[src/hdl/rc4_pkg.sv]
`default_nettype none

package rc4_pkg;

   localparam int BYTE_W         = 8;
   localparam int PERM_DEPTH     = 256;
   localparam int PERM_AW        = 8;
   localparam int KEY_DEPTH_DFLT = 256;

   typedef logic [BYTE_W-1:0]  byte_type;
   typedef logic [PERM_AW-1:0] perm_addr_type;

   // request kinds
   localparam logic REQ_KEY  = 1'b0;
   localparam logic REQ_DATA = 1'b1;

   // response status codes
   localparam logic STATUS_OK        = 1'b0;
   localparam logic STATUS_NOT_KEYED = 1'b1;

endpackage

`default_nettype wire

[src/hdl/rc4_stream_cipher.sv]
// RC4 stream cipher.
// Requests arrive on req_* (valid/stall). req_type selects a key byte or a data byte.
// Key bytes are written to the key store, one per cycle while req_stall is low. The key
// byte with req_last set starts the key schedule: it fills the permutation with the
// identity, then 256 rounds that swap S[n] and S[j]. req_stall stays high while it runs.
// Key bytes past KEY_DEPTH are dropped, and the key length is capped at KEY_DEPTH.
// Each data byte gives one response on rsp_* : the byte XOR the next keystream byte.
// A data byte steps through ST_GEN_J, ST_GEN_SWAP and ST_GEN_OUT. Its read, add, swap and
// keystream lookup run one after the other through the single permutation memory, which
// has one read port and one write port. req_stall stays high until its response is loaded.
// Data that arrives before any key has been scheduled, or while a new key is loading,
// gives status 1 and out_byte 0. That response is loaded from the ST_NK_OUT step.
// A stalled response stays in the output register. The next request is still taken.
// Its result waits in its last step until the output register is free.
// Reset is synchronous. It clears the control state and the keyed flag.
// It does not clear the permutation or the key memories.
`default_nettype none

module rc4_stream_cipher
   import rc4_pkg::*;
#(
   parameter int KEY_DEPTH = KEY_DEPTH_DFLT
) (
   input  wire logic        clock,
   input  wire logic        reset,
   input  wire logic        req_valid,
   output logic             req_stall,
   input  wire logic        req_type,
   input  wire byte_type    req_data_byte,
   input  wire logic        req_last,
   output logic             rsp_valid,
   input  wire logic        rsp_stall,
   output byte_type         rsp_out_byte,
   output logic             rsp_status,
   output logic             rsp_last_out
);

   localparam int KEY_AW = (KEY_DEPTH > 1) ? $clog2(KEY_DEPTH) : 1;
   localparam int CNT_W  = $clog2(KEY_DEPTH + 1);
   localparam logic [CNT_W-1:0] KEY_DEPTH_CNT = CNT_W'(KEY_DEPTH);
   localparam perm_addr_type LAST_ROUND = PERM_AW'(PERM_DEPTH - 1);

   typedef enum logic [3:0] {
      ST_IDLE,
      ST_INIT,
      ST_SCH_RD,
      ST_SCH_J,
      ST_SCH_WN,
      ST_SCH_WJ,
      ST_GEN_J,
      ST_GEN_SWAP,
      ST_GEN_OUT,
      ST_NK_OUT
   } state_type;

   state_type           state_ff, state_in;
   perm_addr_type       i_ff, i_in;
   perm_addr_type       j_ff, j_in;
   perm_addr_type       n_ff, n_in;
   logic [KEY_AW-1:0]   kidx_ff, kidx_in;
   logic [CNT_W-1:0]    count_ff, count_in;
   logic [CNT_W-1:0]    len_ff, len_in;
   logic                keyed_ff, keyed_in;
   byte_type            si_ff, si_in;
   byte_type            sj_ff, sj_in;
   perm_addr_type       t_ff, t_in;
   byte_type            byte_ff, byte_in;
   logic                last_ff, last_in;
   logic                rsp_valid_ff, rsp_valid_in;
   byte_type            rsp_byte_ff, rsp_byte_in;
   logic                rsp_status_ff, rsp_status_in;
   logic                rsp_last_ff, rsp_last_in;

   byte_type            perm_mem [PERM_DEPTH];
   byte_type            key_mem [KEY_DEPTH];
   byte_type            perm_rd_ff;
   byte_type            key_rd_ff;
   logic                perm_we;
   perm_addr_type       perm_waddr;
   byte_type            perm_wdata;
   perm_addr_type       perm_raddr;
   logic                key_we;

   perm_addr_type       sch_j;
   perm_addr_type       gen_j;
   perm_addr_type       gen_t;
   byte_type            keystream;
   logic                out_free;

   assign req_stall    = (state_ff != ST_IDLE);
   assign rsp_valid    = rsp_valid_ff;
   assign rsp_out_byte = rsp_byte_ff;
   assign rsp_status   = rsp_status_ff;
   assign rsp_last_out = rsp_last_ff;

   assign out_free = !rsp_valid_ff || !rsp_stall;
   assign sch_j    = j_ff + perm_rd_ff + key_rd_ff;
   assign gen_j    = j_ff + perm_rd_ff;
   assign gen_t    = si_ff + perm_rd_ff;

   // forward the swap: S[i] and S[j] may be in flight when S[t] is read
   always_comb begin
      priority if (t_ff == j_ff) begin
         keystream = si_ff;
      end else if (t_ff == i_ff) begin
         keystream = sj_ff;
      end else begin
         keystream = perm_rd_ff;
      end
   end

   always_comb begin
      state_in      = state_ff;
      i_in          = i_ff;
      j_in          = j_ff;
      n_in          = n_ff;
      kidx_in       = kidx_ff;
      count_in      = count_ff;
      len_in        = len_ff;
      keyed_in      = keyed_ff;
      si_in         = si_ff;
      sj_in         = sj_ff;
      t_in          = t_ff;
      byte_in       = byte_ff;
      last_in       = last_ff;
      rsp_valid_in  = rsp_valid_ff && rsp_stall;
      rsp_byte_in   = rsp_byte_ff;
      rsp_status_in = rsp_status_ff;
      rsp_last_in   = rsp_last_ff;
      perm_we       = 1'b0;
      perm_waddr    = n_ff;
      perm_wdata    = n_ff;
      perm_raddr    = i_ff + 8'd1;
      key_we        = 1'b0;

      unique case (state_ff)
         ST_IDLE: begin
            if (req_valid) begin
               byte_in = req_data_byte;
               last_in = req_last;
               if (req_type == REQ_KEY) begin
                  keyed_in = 1'b0;
                  if (count_ff < KEY_DEPTH_CNT) begin
                     key_we   = 1'b1;
                     count_in = count_ff + 1'b1;
                  end
                  if (req_last) begin
                     len_in   = count_in;
                     count_in = '0;
                     i_in     = '0;
                     j_in     = '0;
                     n_in     = '0;
                     kidx_in  = '0;
                     state_in = ST_INIT;
                  end
               end else if (keyed_ff) begin
                  // read of S[i+1] is already issued
                  i_in     = i_ff + 8'd1;
                  state_in = ST_GEN_J;
               end else begin
                  state_in = ST_NK_OUT;
               end
            end
         end
         ST_INIT: begin
            perm_we = 1'b1;
            n_in    = n_ff + 8'd1;
            if (n_ff == LAST_ROUND) begin
               state_in = ST_SCH_RD;
            end
         end
         ST_SCH_RD: begin
            perm_raddr = n_ff;
            state_in   = ST_SCH_J;
         end
         ST_SCH_J: begin
            perm_raddr = sch_j;
            j_in       = sch_j;
            si_in      = perm_rd_ff;
            state_in   = ST_SCH_WN;
         end
         ST_SCH_WN: begin
            perm_we    = 1'b1;
            perm_waddr = n_ff;
            perm_wdata = perm_rd_ff;
            state_in   = ST_SCH_WJ;
         end
         ST_SCH_WJ: begin
            perm_we    = 1'b1;
            perm_waddr = j_ff;
            perm_wdata = si_ff;
            n_in       = n_ff + 8'd1;
            if (CNT_W'(kidx_ff) + 1'b1 == len_ff) begin
               kidx_in = '0;
            end else begin
               kidx_in = kidx_ff + 1'b1;
            end
            if (n_ff == LAST_ROUND) begin
               j_in     = '0;
               keyed_in = 1'b1;
               state_in = ST_IDLE;
            end else begin
               state_in = ST_SCH_RD;
            end
         end
         ST_GEN_J: begin
            perm_raddr = gen_j;
            j_in       = gen_j;
            si_in      = perm_rd_ff;
            state_in   = ST_GEN_SWAP;
         end
         ST_GEN_SWAP: begin
            perm_we    = 1'b1;
            perm_waddr = i_ff;
            perm_wdata = perm_rd_ff;
            perm_raddr = gen_t;
            sj_in      = perm_rd_ff;
            t_in       = gen_t;
            state_in   = ST_GEN_OUT;
         end
         ST_GEN_OUT: begin
            // keep reading S[t] while held: the forwarding still gives the same byte
            perm_we    = 1'b1;
            perm_waddr = j_ff;
            perm_wdata = si_ff;
            perm_raddr = t_ff;
            if (out_free) begin
               rsp_valid_in  = 1'b1;
               rsp_byte_in   = byte_ff ^ keystream;
               rsp_status_in = STATUS_OK;
               rsp_last_in   = last_ff;
               state_in      = ST_IDLE;
            end
         end
         ST_NK_OUT: begin
            if (out_free) begin
               rsp_valid_in  = 1'b1;
               rsp_byte_in   = '0;
               rsp_status_in = STATUS_NOT_KEYED;
               rsp_last_in   = last_ff;
               state_in      = ST_IDLE;
            end
         end
         default: begin
            state_in = ST_IDLE;
         end
      endcase
   end

   always_ff @(posedge clock) begin
      if (reset) begin
         state_ff     <= ST_IDLE;
         i_ff         <= '0;
         j_ff         <= '0;
         n_ff         <= '0;
         kidx_ff      <= '0;
         count_ff     <= '0;
         len_ff       <= '0;
         keyed_ff     <= 1'b0;
         rsp_valid_ff <= 1'b0;
      end else begin
         state_ff     <= state_in;
         i_ff         <= i_in;
         j_ff         <= j_in;
         n_ff         <= n_in;
         kidx_ff      <= kidx_in;
         count_ff     <= count_in;
         len_ff       <= len_in;
         keyed_ff     <= keyed_in;
         rsp_valid_ff <= rsp_valid_in;
      end
      si_ff         <= si_in;
      sj_ff         <= sj_in;
      t_ff          <= t_in;
      byte_ff       <= byte_in;
      last_ff       <= last_in;
      rsp_byte_ff   <= rsp_byte_in;
      rsp_status_ff <= rsp_status_in;
      rsp_last_ff   <= rsp_last_in;
   end

   always_ff @(posedge clock) begin
      if (perm_we) begin
         perm_mem[perm_waddr] <= perm_wdata;
      end
      perm_rd_ff <= perm_mem[perm_raddr];
   end

   always_ff @(posedge clock) begin
      if (key_we) begin
         key_mem[count_ff[KEY_AW-1:0]] <= req_data_byte;
      end
      key_rd_ff <= key_mem[kidx_ff];
   end

   a_nk_zero: assert property (@(posedge clock) disable iff (reset)
      (rsp_valid_ff && rsp_status_ff == STATUS_NOT_KEYED) |-> (rsp_byte_ff == '0))
      else $error("not-keyed response carries a nonzero byte");

   a_sched_end: assert property (@(posedge clock) disable iff (reset)
      (state_ff == ST_SCH_WJ && n_ff == LAST_ROUND)
         |=> (keyed_ff && i_ff == '0 && j_ff == '0 && state_ff == ST_IDLE))
      else $error("key schedule did not leave the generator keyed and cleared");

   a_rsp_source: assert property (@(posedge clock) disable iff (reset)
      $rose(rsp_valid_ff) |-> $past(state_ff == ST_GEN_OUT || state_ff == ST_NK_OUT))
      else $error("response loaded outside a result step");

   a_count_bound: assert property (@(posedge clock) disable iff (reset)
      count_ff <= KEY_DEPTH_CNT)
      else $error("key count past key store depth");

   a_len_nonzero: assert property (@(posedge clock) disable iff (reset)
      (state_ff == ST_SCH_RD) |-> (len_ff != '0 && len_ff <= KEY_DEPTH_CNT))
      else $error("key schedule running with a bad key length");

endmodule

`default_nettype wire
[config.mk]
export PLATFORM = sky130hd
export DESIGN_NAME = rc4_stream_cipher
export DESIGN_NICKNAME = d
export VERILOG_FILES = /design/src/hdl/rc4_pkg.sv /design/src/hdl/rc4_stream_cipher.sv
export SDC_FILE = /design/constraint.sdc
export NUM_CORES = 2
export LEC_CHECK = 0
export ABC_CLOCK_PERIOD_IN_PS = 7060
export BUFFER_PORTS_ARGS = -buffer_cell sky130_fd_sc_hd__buf_2
export CAP_MARGIN = 0
export CORE_UTILIZATION = 25
export DETAILED_ROUTE_END_ITERATION = 6
export GPL_ROUTABILITY_DRIVEN = 0
export PLACE_DENSITY_LB_ADDON = 0.1
export SYNTH_ARGS = -nofsm -noshare
export SYNTH_HDL_FRONTEND = slang
export SYNTH_SLANG_ARGS = --single-unit
[constraint.sdc]
create_clock -name clock -period 7.06 [get_ports clock]
set_input_delay 2.118 -clock clock [delete_from_list [all_inputs] [get_ports clock]]
set_output_delay 2.118 -clock clock [all_outputs]
set_load 0.005 [all_outputs]
==> metrics.csv <==
metric,value,unit
CTS tree,yes,
top routing layer in use,met5,
DIE AREA,674000,um2
ys flop type,edfxtp_1,
CTS Sinks,4211,
FF-to-FF Start,perm_rd_ff[1],
final setup vio count,0,
worst vdd ir,0.206,mV
First DRT Iteration DRCs,7412,
routed via count,91600,
register area share after synthesis,74.9,%
DRC viols,11,
M1 wire length,247000,um
setup TNS,0,ns
slew margin rel.,11.2,%
Leakage,59.8,nW
hold buffers post-CTS,0,
die height,821,um
"Net count, final",9955,
placed cell area,180000,um2
Mapped Nets,9757,
Worst-Margin Slew,1.33,ns
routed length on met2,283000,um
Setup crit end kind,register,
layout cells sized above 1,18.6,%
worst skew pair latency,1.05,ns
Post-synth EDFFs,4139,
largest net degree at the start of global routing,139,
cts bufs inserted,470,
vias in the first global route,93300,
crit path kind,reg2reg,
Power Total,57.7,mW
initial antenna violation count,28,
hold path depth,0,
CTS H-tree lvls,5,
pwr dens,295,nW/um2
Worst Path Required,7.93,ns
number of fill cells in the layout,66000,
RSZ-0062 raised after global routing,no,
Routed Antenna Nets,0,
Initial Utilization,25.1,%
Final Instance Area,195000,um2
worst hold slack,0.432,ns
critical path launch point type,register,
Detailed Place HPWL,349000,um
failing checks,DRC,
skew final,0.0657,ns
Final period util,88.2,%
ys async rst share,0,%
Worst-path clk slew,0.06,ns
hold crit path type,reg2reg,
worst-case reg-to-reg path depth,18,
routed len/inst,29.5,um
Max Clk Rate,161,MHz
vias per cell,4.76,
first-pass GRT wire length,785000,um
clock root buffer master,clkbuf_16,
Critical Path AT,7.10,ns
all-layer global routing usage,16.3,%
fin crit period,6.23,ns
crit path from,perm_rd_ff[1],
CP max FO,20,
postcts setup bufs,0,
Register Area,126000,um2
core area,668000,um2
total number of yosys warnings,0,
row cnt,300,
wire length on met3,21100,um
Mapped Cells,9712,
synthesized area,168000,um2
area of the multi-input gates,39100,um2
number of synthesized register bits,4211,
Die Span X,821,um
final hold vios,0,
DRT Pass-1 Iters,7,
max cap viols,0,
final max-slew violation count,0,
status,"finished, violations left",
Mapped Avg Cell Area,17.3,um2
Hold Startpoint,last_ff,
Netlist cell types,91,
CTS max path bufs,4,
# port buffers,25,
total wire length,567000,um
post-CTS sizing,0,
Overflow after GRT,0,
Area Overhead vs Synth,16.4,%
I/O pin count,26,
cell usage in the layout, fill, tap and decap left out, types with 25 or more instances in the layout:
cell type / n
a22oi_1: 76
o22ai_1: 56
clkbuf_16: 473
nand2_1: 1266
a32oi_1: 28
o21ai_0: 50
buf_12: 70
dfxtp_1: 65
clkinv_1: 99
ha_1: 28
a311oi_1: 118
a21oi_1: 84
bufinv_16: 59
xor2_1: 27
and3_1: 352
mux2i_1: 45
clkbuf_1: 94
nand3_1: 257
xnor2_1: 38
buf_4: 298
nor2_1: 656
mux4_2: 743
clkinv_2: 94
nor2b_1: 25
edfxtp_1: 4139
a31oi_1: 276
nor3_1: 32
a211oi_1: 327
where the power goes:
group	total, mW	internal (mW)	switching [mW]
clock network	24.8	14.4	10.4
logic	4.93	1.30	3.63
registers	27.9	27.8	0.102
layer usage:
metal	track usage, %	up-vias
met2	28.3	2175
met3	1.88	700
met5	0	-
li1	-	39300
met4	4.07	4
met1	21.6	49400
synthesized netlist by cell type, drive strengths merged (5+ instances only):
| cell type | count | share of area (%) |
|---|---|---|
| a2111oi | 6 | 0.036 |
| a211oi | 327 | 1.5 |
| a21o | 11 | 0.049 |
| a21oi | 87 | 0.26 |
| a221oi | 23 | 0.12 |
| a222oi | 10 | 0.060 |
| a22o | 5 | 0.026 |
| a22oi | 76 | 0.34 |
| a311oi | 123 | 0.65 |
| a31oi | 277 | 1.0 |
| a32o | 15 | 0.089 |
| a32oi | 29 | 0.15 |
| and2 | 10 | 0.037 |
| and3 | 352 | 1.3 |
| and3b | 7 | 0.037 |
| buf | 370 | 1.2 |
| clkbuf | 297 | 0.66 |
| dfxtp | 72 | 0.86 |
| edfxtp | 4139 | 74 |
| ha | 28 | 0.21 |
| inv | 32 | 0.072 |
| mux2i | 45 | 0.27 |
| mux4 | 743 | 10 |
| nand2 | 1276 | 2.9 |
| nand2b | 9 | 0.038 |
| nand3 | 281 | 0.85 |
| nand3b | 9 | 0.040 |
| nand4 | 21 | 0.078 |
| nor2 | 666 | 1.5 |
| nor2b | 25 | 0.093 |
| nor3 | 32 | 0.095 |
| nor3b | 6 | 0.027 |
| nor4 | 24 | 0.098 |
| nor4b | 5 | 0.030 |
| o2111ai | 6 | 0.031 |
| o211ai | 8 | 0.036 |
| o21a | 10 | 0.045 |
| o21ai | 54 | 0.16 |
| o221ai | 6 | 0.031 |
| o22a | 7 | 0.037 |
| o22ai | 56 | 0.21 |
| o311ai | 8 | 0.042 |
| or3 | 6 | 0.025 |
| xnor2 | 38 | 0.20 |
| xor2 | 27 | 0.14 |
logic make-up (layout without fill, tap and decap cells):
family          Yosys count  count (layout)  synth area share, %
flops                  4211            4211                 74.9
simple gates           2744            2744                 7.21
compound gates         1171            1171                 5.05
mux                     791             791                 10.3
buf+inv                 699            1294                 1.97
xor+xnor                 65              65                0.339
fa+ha+maj                31              31                0.245
other cells               0              10                    0
sequential cells by signal (all words and copies together) (netlist names):
| name | flops |
|---|---|
| j_ff | 8 |
| byte_ff | 8 |
| len_ff | 9 |
| key_mem | 2048 |
| rsp_valid | 1 |
| perm_mem | 2048 |
| key_rd_ff | 8 |
| rsp_status | 1 |
| keyed_ff | 1 |
| rsp_out_byte | 8 |
| last_ff | 1 |
| t_ff | 8 |
| n_ff | 8 |
| si_ff | 8 |
| i_ff | 8 |
| sj_ff | 8 |
| count_ff | 9 |
| state_ff | 4 |
| rsp_last_out | 1 |
| kidx_ff | 8 |
| perm_rd_ff | 8 |
worst paths after layout:
kind                                      end  slack (ns)
worst min-delay path             rsp_last_out        0.43
worst max register to register  perm_rd_ff[0]        0.83
worst min register to register   rsp_last_out        0.43
worst max-delay path            perm_rd_ff[0]        0.83
metrics by stage:
stage | cells | util (%) | worst slack [ns]
global route | 19200 | 29.2 | 0.687
global placement | 18300 | 26.9 | 0.539
floorplan | 9712 | - | 1.79
CTS | 19200 | 29.2 | 0.674
detailed placement | 18300 | 26.9 | 0.689
finish | 19200 | 29.2 | 0.833
critical path, cell delays in order (launching register included):
cell and delay [ns]:
dfxtp_1 0.53, ha_1 0.33, a21o_1 0.18, a211oi_1 0.29, nor2_1 0.11, ha_1 0.27, or2_2 0.31, o22ai_1 0.21
mux2i_1 0.22, or4_4 0.85, buf_4 0.33, a311oi_1 0.26, a31oi_1 0.07, o21ai_0 0.91, a32oi_1 0.29, buf_4 0.20
o2111ai_1 0.17, buf_4 0.18, o21a_1 0.32
final cells by class:
class                           count  area share [%]
Sequential cell                  4211            64.4
Multi-Input combinational cell   4802            20.0
Clock buffer                      568            6.25
Tap cell                         8909            5.71
Timing Repair Buffer              393            1.97
Clock inverter                    301            1.62
Inverter                           32          0.0922
Antenna cell                       10          0.0128
Note: power is estimated with default switching activity, not from simulation.
